**config.mk**
```make
export PLATFORM = sky130hd
export DESIGN_NAME = line_follow_speed_controller
export DESIGN_NICKNAME = d
export VERILOG_FILES = /design/src/rtl/lfsc_pkg.sv /design/src/rtl/line_follow_speed_controller.sv
export SDC_FILE = /design/constraint.sdc
export NUM_CORES = 2
export LEC_CHECK = 0
export BUFFER_PORTS_ARGS = -buffer_cell sky130_fd_sc_hd__clkbuf_2
export CAP_MARGIN = 20
export CORE_ASPECT_RATIO = 1.1
export CORE_UTILIZATION = 45
export DETAILED_ROUTE_END_ITERATION = 16
export SYNTH_ARGS = -nofsm -noshare
export SYNTH_HDL_FRONTEND = slang
export SYNTH_SLANG_ARGS = --single-unit
export TNS_END_PERCENT = 50
```
**constraint.sdc**
```tcl
create_clock -name clk -period 12.1 [get_ports clk]
set_input_delay 0.605 -clock clk [delete_from_list [all_inputs] [get_ports clk]]
set_output_delay 0.605 -clock clk [all_outputs]
set_load 0.01 [all_outputs]
```
**src/rtl/lfsc_pkg.sv**
```systemverilog
`default_nettype none
package lfsc_pkg;

  localparam int IN_W       = 72;
  localparam int OUT_W      = 32;
  localparam int CFG_IDX_W  = 3;
  localparam int CFG_DATA_W = 16;

  // shared adder width: covers turn*half_track and speed*scale products
  localparam int ACC_W     = 54;
  localparam int NUM_W     = 34;   // quotient bits of the lateral term
  localparam int DIV_W     = 15;   // divisor (linear speed) bits
  localparam int MUL_STEPS = 16;   // multiplier operand bits
  localparam int CNT_W     = 6;

  localparam logic [CFG_IDX_W-1:0] REG_SPEED_MAX   = 3'd0;
  localparam logic [CFG_IDX_W-1:0] REG_SPEED_START = 3'd1;
  localparam logic [CFG_IDX_W-1:0] REG_WHEEL_LIMIT = 3'd2;
  localparam logic [CFG_IDX_W-1:0] REG_LIGHT_THR   = 3'd3;
  localparam logic [CFG_IDX_W-1:0] REG_STOP_POS    = 3'd4;
  localparam logic [CFG_IDX_W-1:0] REG_HALF_TRACK  = 3'd5;
  localparam logic [CFG_IDX_W-1:0] REG_RIGHT_SCALE = 3'd6;
  localparam logic [CFG_IDX_W-1:0] REG_LEFT_SCALE  = 3'd7;

  localparam logic signed [16:0] RAMP_UP    = 17'sd41;
  localparam logic signed [16:0] RAMP_DOWN  = 17'sd614;
  localparam logic signed [15:0] HEAD_LIMIT = 16'sd2859;
  localparam logic signed [15:0] LAT_LIMIT  = 16'sd1966;
  localparam logic signed [7:0]  BAD_LIMIT  = 8'sd3;

endpackage
`default_nettype wire

```
**src/rtl/line_follow_speed_controller.sv**
```systemverilog
// Line-follow speed controller, one control tick per input item.
// Input stream s_*: tdata carries light level, heading error, lateral error,
// bad-fit count and x position. Output stream m_*: one result item per input
// item; tuser is drive_mode, tdata carries both wheel references and the
// race / odometry-reset flags. Config channel cfg_*: index and data, always
// ready; write it only while no item is in flight.
// With race mode off, the accept goes straight to the done state, which loads
// the output register. In race mode the shared 54-bit adder runs a 34-step
// restoring division of the lateral term by the speed, then three 16-step
// shift-add multiplies (turn * half track, right speed * scale, left speed *
// scale), before the done state. s_tready is high only while the sequencer is
// idle, so a new item is not taken until the last result has been loaded into
// the output register.
// The result sits in an output register; a new item is accepted while it
// waits, and the sequencer holds its finished result until m_tready frees
// the register. Reset loads register defaults, clears race/brake state and
// the previous errors, sets the speed to the start speed and empties the
// output register.
`default_nettype none
module line_follow_speed_controller (
  input  wire logic                             clk,
  input  wire logic                             rst,
  // light[9:0], heading[25:10], lateral[41:26], bad_fit[49:42], pos_x[65:50]
  input  wire logic [lfsc_pkg::IN_W-1:0]        s_tdata,
  input  wire logic                             s_tvalid,
  output logic                                  s_tready,
  // right_ref[13:0], left_ref[27:14], race_active[28], odometry_reset[29]
  output logic [lfsc_pkg::OUT_W-1:0]            m_tdata,
  // drive_mode[0]
  output logic                                  m_tuser,
  output logic                                  m_tvalid,
  input  wire logic                             m_tready,
  input  wire logic [lfsc_pkg::CFG_IDX_W-1:0]   cfg_index,
  input  wire logic [lfsc_pkg::CFG_DATA_W-1:0]  cfg_data,
  input  wire logic                             cfg_valid,
  output logic                                  cfg_ready
);
  import lfsc_pkg::*;

  typedef enum logic [2:0] {ST_IDLE, ST_DIV, ST_MUL_TT, ST_MUL_R, ST_MUL_L, ST_DONE} state_t;

  state_t state;

  logic [14:0] speed_max, speed_start, stop_position;
  logic [12:0] wheel_limit;
  logic [9:0]  light_threshold;
  logic [15:0] half_track, right_wheel_scale, left_wheel_scale;

  logic               race_flag, brake_flag;
  logic [14:0]        linear_speed;
  logic signed [15:0] prev_heading_error, prev_lateral_error;

  logic [CNT_W-1:0]        cnt;
  logic [DIV_W-1:0]        rem, dvsr;
  logic [NUM_W-1:0]        num;
  logic                    qneg;
  logic signed [25:0]      wpart;
  logic [14:0]             vn;
  logic signed [ACC_W-1:0] acc, mcand, s_left;
  logic [15:0]             mplier;
  logic [13:0]             res_right, res_left;
  logic                    res_drive, res_race, res_odo;

  // shared adder
  logic [ACC_W-1:0] alu_a, alu_b, alu_y;
  logic             alu_sub;

  // accept-time decode
  logic [9:0]         light;
  logic signed [15:0] eh, ey, px;
  logic signed [7:0]  bad;
  logic               trig, race_in, brake_cond, drop;
  logic signed [16:0] px_eff, v_dn, dh, dy;
  logic [15:0]        v_up;
  logic [14:0]        v_new;
  logic signed [20:0] lat;
  logic signed [35:0] prod, prod_abs;
  logic signed [25:0] wpart_in;

  // step results
  logic                    div_ok;
  logic [DIV_W-1:0]        rem_next;
  logic [NUM_W-1:0]        quot;
  logic signed [35:0]      w_full;
  logic signed [ACC_W-1:0] acc_next, tt_neg, s_right_in, s_left_in, v_ext;
  logic                    last_mul;

  function automatic logic [13:0] clamp_ref(input logic signed [ACC_W-1:0] p,
                                            input logic [12:0] lim);
    logic signed [ACC_W-1:0] r, lim_s;
    logic [13:0] res;
    r     = p >>> 16;
    lim_s = ACC_W'($signed({1'b0, lim}));
    if (r > lim_s) begin
      res = {1'b0, lim};
    end else if (r < -lim_s) begin
      res = 14'(-$signed({1'b0, lim}));
    end else begin
      res = r[13:0];
    end
    return res;
  endfunction

  assign s_tready  = (state == ST_IDLE);
  assign cfg_ready = 1'b1;

  assign light = s_tdata[9:0];
  assign eh    = s_tdata[25:10];
  assign ey    = s_tdata[41:26];
  assign bad   = s_tdata[49:42];
  assign px    = s_tdata[65:50];

  always_comb begin
    trig       = light > light_threshold;
    race_in    = race_flag | trig;
    px_eff     = trig ? 17'sd0 : 17'(px);
    brake_cond = (px_eff > $signed({2'b00, stop_position})) || brake_flag;
    v_dn       = $signed({2'b00, linear_speed}) - RAMP_DOWN;
    v_up       = {1'b0, linear_speed} + 16'(RAMP_UP);
    if (brake_cond) begin
      if (v_dn > $signed({2'b00, speed_max})) begin
        v_new = speed_max;
      end else if (v_dn <= 17'sd0) begin
        v_new = '0;
      end else begin
        v_new = v_dn[14:0];
      end
    end else begin
      v_new = (v_up > {1'b0, speed_max}) ? speed_max : v_up[14:0];
    end
    drop = (bad > BAD_LIMIT) || (bad < -BAD_LIMIT) ||
           (eh > HEAD_LIMIT) || (eh < -HEAD_LIMIT) ||
           (ey > LAT_LIMIT) || (ey < -LAT_LIMIT) || (v_new == '0);

    dy       = 17'(ey) - 17'(prev_lateral_error);
    lat      = 21'(ey) + (21'(dy) <<< 2) + 21'(dy);
    prod     = (36'(lat) <<< 15) - (36'(lat) <<< 11);   // lat * 30720
    prod_abs = prod[35] ? -prod : prod;
    dh       = 17'(eh) - 17'(prev_heading_error);
    wpart_in = (26'(eh) <<< 1) + 26'(eh)
             + (26'(dh) <<< 7) + (26'(dh) <<< 6) + (26'(dh) <<< 3);
  end

  always_comb begin
    if (state == ST_DIV) begin
      alu_a   = ACC_W'({rem, num[NUM_W-1]});
      alu_b   = ACC_W'(dvsr);
      alu_sub = 1'b1;
    end else begin
      alu_a   = acc;
      alu_b   = mcand;
      alu_sub = 1'b0;
    end
    alu_y = alu_a + (alu_sub ? ~alu_b : alu_b) + ACC_W'(alu_sub);
  end

  always_comb begin
    div_ok   = ~alu_y[ACC_W-1];
    rem_next = div_ok ? alu_y[DIV_W-1:0] : {rem[DIV_W-2:0], num[NUM_W-1]};
    quot     = {num[NUM_W-2:0], div_ok};
    w_full   = 36'(wpart) + (qneg ? -36'(quot) : 36'(quot));
    acc_next = mplier[0] ? $signed(alu_y) : acc;
    last_mul = (cnt == CNT_W'(MUL_STEPS - 1));
    v_ext      = ACC_W'($signed({1'b0, vn}));
    tt_neg     = -acc_next;
    s_right_in = v_ext + (acc_next >>> 17);
    s_left_in  = v_ext + (tt_neg >>> 17);
  end

  always_ff @(posedge clk) begin
    if (rst) begin
      state              <= ST_IDLE;
      m_tvalid           <= 1'b0;
      speed_max          <= 15'd14336;
      speed_start        <= 15'd1934;
      wheel_limit        <= 13'd7200;
      light_threshold    <= 10'd800;
      stop_position      <= 15'd2304;
      half_track         <= '0;
      right_wheel_scale  <= '0;
      left_wheel_scale   <= '0;
      race_flag          <= 1'b0;
      brake_flag         <= 1'b0;
      linear_speed       <= 15'd1934;
      prev_heading_error <= '0;
      prev_lateral_error <= '0;
      cnt                <= '0;
    end else begin
      if (cfg_valid) begin
        case (cfg_index)
          REG_SPEED_MAX:   speed_max         <= cfg_data[14:0];
          REG_SPEED_START: speed_start       <= cfg_data[14:0];
          REG_WHEEL_LIMIT: wheel_limit       <= cfg_data[12:0];
          REG_LIGHT_THR:   light_threshold   <= cfg_data[9:0];
          REG_STOP_POS:    stop_position     <= cfg_data[14:0];
          REG_HALF_TRACK:  half_track        <= cfg_data;
          REG_RIGHT_SCALE: right_wheel_scale <= cfg_data;
          REG_LEFT_SCALE:  left_wheel_scale  <= cfg_data;
          default: ;
        endcase
      end

      if (m_tready && state != ST_DONE) begin
        m_tvalid <= 1'b0;
      end

      case (state)
        ST_IDLE: begin
          if (s_tvalid) begin
            res_odo <= trig;
            if (race_in) begin
              res_drive          <= 1'b1;
              res_race           <= ~drop;
              race_flag          <= ~drop;
              brake_flag         <= brake_cond;
              linear_speed       <= v_new;
              vn                 <= v_new;
              prev_heading_error <= eh;
              prev_lateral_error <= ey;
              dvsr               <= (linear_speed == '0) ? DIV_W'(1) : linear_speed;
              num                <= prod_abs[NUM_W-1:0];
              qneg               <= prod[35];
              rem                <= '0;
              wpart              <= wpart_in;
              cnt                <= '0;
              state              <= ST_DIV;
            end else begin
              res_drive <= 1'b0;
              res_race  <= 1'b0;
              res_right <= '0;
              res_left  <= '0;
              state     <= ST_DONE;
            end
          end
        end
        ST_DIV: begin
          rem <= rem_next;
          num <= quot;
          if (cnt == CNT_W'(NUM_W - 1)) begin
            mcand  <= ACC_W'(w_full);
            mplier <= half_track;
            acc    <= '0;
            cnt    <= '0;
            state  <= ST_MUL_TT;
          end else begin
            cnt <= cnt + 1'b1;
          end
        end
        ST_MUL_TT, ST_MUL_R, ST_MUL_L: begin
          if (last_mul) begin
            cnt <= '0;
            acc <= '0;
            if (state == ST_MUL_TT) begin
              s_left <= s_left_in;
              mcand  <= s_right_in;
              mplier <= right_wheel_scale;
              state  <= ST_MUL_R;
            end else if (state == ST_MUL_R) begin
              res_right <= clamp_ref(acc_next, wheel_limit);
              mcand     <= s_left;
              mplier    <= left_wheel_scale;
              state     <= ST_MUL_L;
            end else begin
              res_left <= clamp_ref(acc_next, wheel_limit);
              state    <= ST_DONE;
            end
          end else begin
            acc    <= acc_next;
            mcand  <= mcand <<< 1;
            mplier <= mplier >> 1;
            cnt    <= cnt + 1'b1;
          end
        end
        ST_DONE: begin
          if (!m_tvalid || m_tready) begin
            m_tvalid <= 1'b1;
            m_tuser  <= res_drive;
            m_tdata  <= {2'b00, res_odo, res_race, res_left, res_right};
            state    <= ST_IDLE;
          end
        end
        default: state <= ST_IDLE;
      endcase
    end
  end

endmodule
`default_nettype wire

```
=== Yosys cells after proc, flatten, opt, wreduce, memory -nomap -nowiden ===
Cells that the tools add are included.

* Output and inout bits: 36
* Flip-flop bits (word level): 506
* Word-level logic and storage cells: 195
* Bits of input ports: 96

* Mux-type cells: 61
* Add/subtract/negate cells: 22
* $lt $le $gt $ge: 13
* Equality and inequality tests: 24
* Reductions and logical operators: 38
* Bitwise gates (word level): 5

{| class="wikitable"
|+ Operators by type and width
! cell !! count
|-
| $mux W54 || 10
|-
| $pmux W54 S2 || 2
|-
| $mux W14 || 10
|-
| $mux W15 || 7
|-
| $mux W34 || 3
|-
| $add A16 B37 Y38 || 2
|-
| $pmux W34 S2 || 1
|-
| $mux W16 || 4
|-
| $pmux W14 S2 || 2
|-
| $add A54 B1 Y54 || 1
|-
| $add A54 B54 Y54 || 1
|-
| $lt A38 B54 Y1 || 1
|-
| $neg A13 Y54 || 1
|-
| $neg A54 Y54 || 1
|-
| $not A54 Y54 || 1
|-
| $gt A38 B14 Y1 || 1
|-
| $add A36 B36 Y36 || 1
|-
| $mux W36 || 1
|-
| $neg A34 Y36 || 1
|-
| $sub A36 B32 Y36 || 1
|-
| $neg A34 Y34 || 1
|-
| $sub A16 B16 Y17 || 2
|-
| $pmux W16 S2 || 1
|-
| $logic_not A15 Y1 || 2
|-
| other kinds (50) || 105
|}

=== Depth between registers and ports, before layout ===
* Depth in word-level cells: 14
* Depth in mapped cells: 43
* Depth with buffers taken out: 38

=== Least setup slack after synthesis ===
Ideal clock, no wire load.

* Path type: register to register
* Start: register state[2]
* End: register mcand[43] (data pin)
* Required time: 11.970 ns
* Stages on the path, launching flop included: 41
* Slack: 3.129 ns
* Path buffers: 3
* Arrival: 8.842 ns
* Cell sequence: dfxtp_1 > clkbuf_1 > nor3b_1 > clkbuf_1 > nand2_1 > nand2_1 > ha_1 > a211o_1 > a21oi_1 > a211o_1 > a21oi_1 > a21oi_1 > a211oi_1 > o211ai_1 > a21oi_1 > nand2b_1 > xor2_1 > inv_1 > [... 5 more ...] > or3_1 > or3_1 > or3_1 > or3_1 > o31ai_1 > xnor2_1 > ha_1 > a21o_1 > a21o_1 > a21oi_1 > o21ai_0 > a211o_1 > o31ai_1 > xor2_1 > xnor2_1 > o211ai_1 > clkbuf_1 > a21o_1

* Longest elaborated chain between the ends: 12

{| class="wikitable"
|+ Ends and longest elaborated chain
! what !! RTL line !! text
|-
| start, declared || line_follow_speed_controller.sv:42 || <nowiki>state_t state;</nowiki>
|-
| start signal, assigned || line_follow_speed_controller.sv:172 || <nowiki>state <= ST_IDLE;</nowiki>
|-
| start signal, assigned || line_follow_speed_controller.sv:226 || <nowiki>state <= ST_DIV;</nowiki>
|-
| start signal, assigned || line_follow_speed_controller.sv:232 || <nowiki>state <= ST_DONE;</nowiki>
|-
| $eq A3 B1 Y1 (*) || line_follow_speed_controller.sv:145 || <nowiki>if (state == ST_DIV) begin</nowiki>
|-
| $mux W54 || line_follow_speed_controller.sv:145 ||
|-
| $not A54 Y54 || line_follow_speed_controller.sv:154 || <nowiki>alu_y = alu_a + (alu_sub ? ~alu_b : alu_b) + ACC_W'(alu_sub);</nowiki>
|-
| $mux W54 || line_follow_speed_controller.sv:154 ||
|-
| $add A54 B54 Y54 || line_follow_speed_controller.sv:154 ||
|-
| $add A54 B1 Y54 (*) || line_follow_speed_controller.sv:154 ||
|-
| $not A1 Y1 (*) || line_follow_speed_controller.sv:158 || <nowiki>div_ok = ~alu_y[ACC_W-1];</nowiki>
|-
| named net div_ok || line_follow_speed_controller.sv:81 || <nowiki>logic div_ok;</nowiki>
|-
| $neg A34 Y36 || line_follow_speed_controller.sv:161 || <nowiki>w_full = 36'(wpart) + (qneg ? -36'(quot) : 36'(quot));</nowiki>
|-
| $mux W36 (*) || line_follow_speed_controller.sv:161 ||
|-
| $add A36 B36 Y36 (*) || line_follow_speed_controller.sv:161 ||
|-
| $mux W54 (*) || line_follow_speed_controller.sv:239 || <nowiki>if (cnt == CNT_W'(NUM_W - 1)) begin</nowiki>
|-
| $pmux W54 S2 (*) || line_follow_speed_controller.sv:207 || <nowiki>case (state)</nowiki>
|-
| end signal, assigned || line_follow_speed_controller.sv:240 || <nowiki>mcand <= ACC_W'(w_full);</nowiki>
|-
| end signal, assigned || line_follow_speed_controller.sv:255 || <nowiki>mcand <= s_right_in;</nowiki>
|-
| end signal, assigned || line_follow_speed_controller.sv:260 || <nowiki>mcand <= s_left;</nowiki>
|-
| end, declared || line_follow_speed_controller.sv:59 || <nowiki>logic signed [ACC_W-1:0] acc, mcand, s_left;</nowiki>
|}

The timed path passes the listed nets; every way through them passes the cells marked *. The select of a mux whose other input is x is not followed.
A chain may end at the register's enable or synchronous reset.

=== Worst setup path in the final report ===
* Start: register state[0]
* End: register mcand[50] (data pin)

Same word-level chain as after synthesis.

==> impl_metrics.py <==
metrics = {
    "run_status": {
        "status": "completed",
    },
    "clock_tree": {
        "cts_setup_buffers": 0,
        "htreeDepth": 2,
        "numCtsBuffers": 58,
        "clock_sinks": 490,
        "path_clk_slew_ns": 0.06,
        "cts_hold_buf": 0,
        "cts_root_buf": "clkbuf_16",
        "cts_buffer_depth": 3,
        "cts_tree": "yes",
        "cts-resized-gates": 0,
        "worstSkewPairLatency_ns": 0.67,
    },
    "floorplan": {
        "ioPinCount": 132,
        "rows": 113,
        "die_w_um": 285,
        "start_util": 0.457,
        "dieArea_sq_um": 89500,
        "die_y_um": 314,
        "design.core.area_sq_um": 87000,
    },
    "min_path": {
        "min_to": "half_track[15]",
        "hold_depth": 3,
        "hold_start": "cfg_data[15]",
        "hold_class": "in2reg",
    },
    "logic_synthesis": {
        "ys_types": 91,
        "syn_area_sq_um": 39700,
        "syn_area_per_cell_sq_um": 8.53,
        "yosys.area.top_type": "edfxtp_1",
        "synth_flop_cell": "edfxtp_1",
        "synthArstFlopShare": 0,
        "synthCells": 4660,
        "synth_top_area_share": 0.249,
        "synth.most_common_cell": "nand2_1",
        "ys_seq_area_frac": 0.330,
        "synth_commonest_cells": "nand2_1, a21oi_1, ha_1",
        "synth_seq_cells": 490,
        "ys_warn_count": 0,
        "synth.area.top_cells": "edfxtp_1, ha_1, dfxtp_1",
        "synth_edf_count": 330,
    },
    "route": {
        "drtPass1Iterations": 5,
        "drt_wl_total_mm": 115,
        "final_antenna_net_count": 0,
        "wl_per_cell_um": 19.5,
        "route.detailed.drc": 0,
        "avgViaCountPerCell": 5.66,
        "vias": 33400,
        "drt-initial-drc-count": 2554,
    },
    "timing": {
        "timing.fmax_mhz": 92.8,
        "rsz0062_at_grt": "false",
        "fin_crit_ns": 10.77,
        "finClkSkew_ns": 0.0310,
        "setup_violations": 0,
        "drv_slew": 0,
        "fin_crit_sh": 0.890,
        "final_hold_viol_count": 0,
        "hold_ws_ns": 0.197,
        "tightest_slew_ns": 1.14,
        "relSlewSlack": 0.243,
        "setup_slack_ns": 1.33,
        "finalSetupTns_ns": 0,
    },
    "layout": {
        "diodes": 0,
        "final_nets": 5254,
        "regArea_sq_um": 13100,
        "synthToLayoutAreaGrowth_pct": 10.0,
        "multi_input_comb_area_sq_um": 24800,
        "drive_gt1_frac": 0.0741,
        "nFillCells": 8376,
        "final_area_sq_um": 43700,
    },
    "placed_design": {
        "place_ws_ns": 1.52,
        "placed_area_sq_um": 41700,
        "gp_congestion": 0.933,
        "dp_hpwl_mm": 87.1,
        "portBuffers": 122,
    },
    "setup_path": {
        "worstPathArrival_ns": 11.17,
        "crit_fanout": 84,
        "r2r_slack_ns": 1.33,
        "cpMaxStageDelayCell": "or3b_4",
        "slowest_delay_ns": 0.69,
        "critical_path_class": "reg2reg",
        "critPathCaptureType": "flop",
        "worstRegToRegCells": 39,
        "cp-start-kind": "flop",
        "worstPathRequired_ns": 12.50,
        "r2r-end": "mcand[50]",
        "rr_startpoint": "state[0]",
        "cp_common_cell": "a21oi_1",
    },
    "job": {
        "maxCapViolCount": 0,
    },
    "global_routing": {
        "grt_remaining_overflow": 0,
        "grt_pass1_wl_mm": 178,
        "track_usage": 0.251,
        "antenna_found_initial": 1,
        "grt_pass1_vias": 32000,
        "grt_max_degree": 100,
    },
}
-- worst max-delay path by stage --
stage / from / endpoint / slack [ns] / cells past startpoint
2_1_floorplan: state[2] / mcand[43] / 3.13 / 40
3_3_place_gp: state[2] / mcand[52] / 1.64 / 38
3_5_place_dp: state[2] / mcand[50] / 1.52 / 39
4_1_cts: state[2] / mcand[50] / 1.44 / 39
5_1_grt: state[2] / mcand[51] / 0.49 / 39
6_report: state[0] / mcand[50] / 1.33 / 39
-- registers in the layout, summed over array words and instances (netlist names), 16 cells and up --
register,cells
acc,54
mcand,54
s_left,38
num,34
m_tdata,30
wpart,26
half_track,16
left_wheel_scale,16
mplier,16
prev_heading_error,16
prev_lateral_error,16
right_wheel_scale,16
-- placed cells by master (no fill, tap or decap), types with 93 or more instances in the layout --
cell / Yosys / routed
a21o_1: 119 / 119
a21oi_1: 430 / 429
clkbuf_2: 0 / 122
dfxtp_1: 160 / 160
edfxtp_1: 330 / 330
ha_1: 377 / 377
inv_1: 325 / 325
nand2_1: 623 / 622
nor2_1: 366 / 362
nor3_1: 98 / 93
o21ai_0: 217 / 217
xnor2_1: 218 / 218
-- cell type report --
type	instances	area share
Tap cell	1150	0.0329
Multi-Input combinational cell	3646	0.566
Inverter	330	0.0283
Clock buffer	72	0.0355
Sequential cell	490	0.300
Clock inverter	37	0.0116
Timing Repair Buffer	186	0.0255
-- worst max-delay path, delay by kind of cell, from the launching register on --
kind / cells / cell delay [ns]
buffers and inverters: 3 / 0.69
and+or+nand+nor: 11 / 3.18
adders and majority gates: 3 / 0.80
xor gates and xnor gates: 4 / 1.01
DFF: 1 / 0.62
AOI/OAI and AO/OA: 18 / 4.15
-- routing by layer --
metal	global-route usage	wire length, um	vias up	share of wire
li1	-	-	16700	-
met1	0.328	50600	15800	0.44
met2	0.437	55200	812	0.48
met3	0.0246	5880	158	0.051
met4	0.0750	3350	0	0.029
met5	0	0	-	0
-- per-stage QoR --
step                       util  std cells
after floorplan               -       4661
after global placement    0.479       5799
after detailed placement  0.479       5800
after CTS                 0.503       5909
after global routing      0.503       5911
final                     0.503       5911
-- cells by family after synthesis --
kind of cell / after synthesis / share of synthesized area
AOI/OAI and AO/OA: 1211 / 0.193
xor gates and xnor gates: 298 / 0.0657
adders and majority gates: 448 / 0.154
buffers and inverters: 525 / 0.0501
DFF: 490 / 0.330
muxes: 54 / 0.0139
other: 2 / 0.000189
and+or+nand+nor: 1632 / 0.193
Power is left out: the tool's default activity adds up to more than one toggle a clock period on the data nets, which glitch-free logic cannot reach.
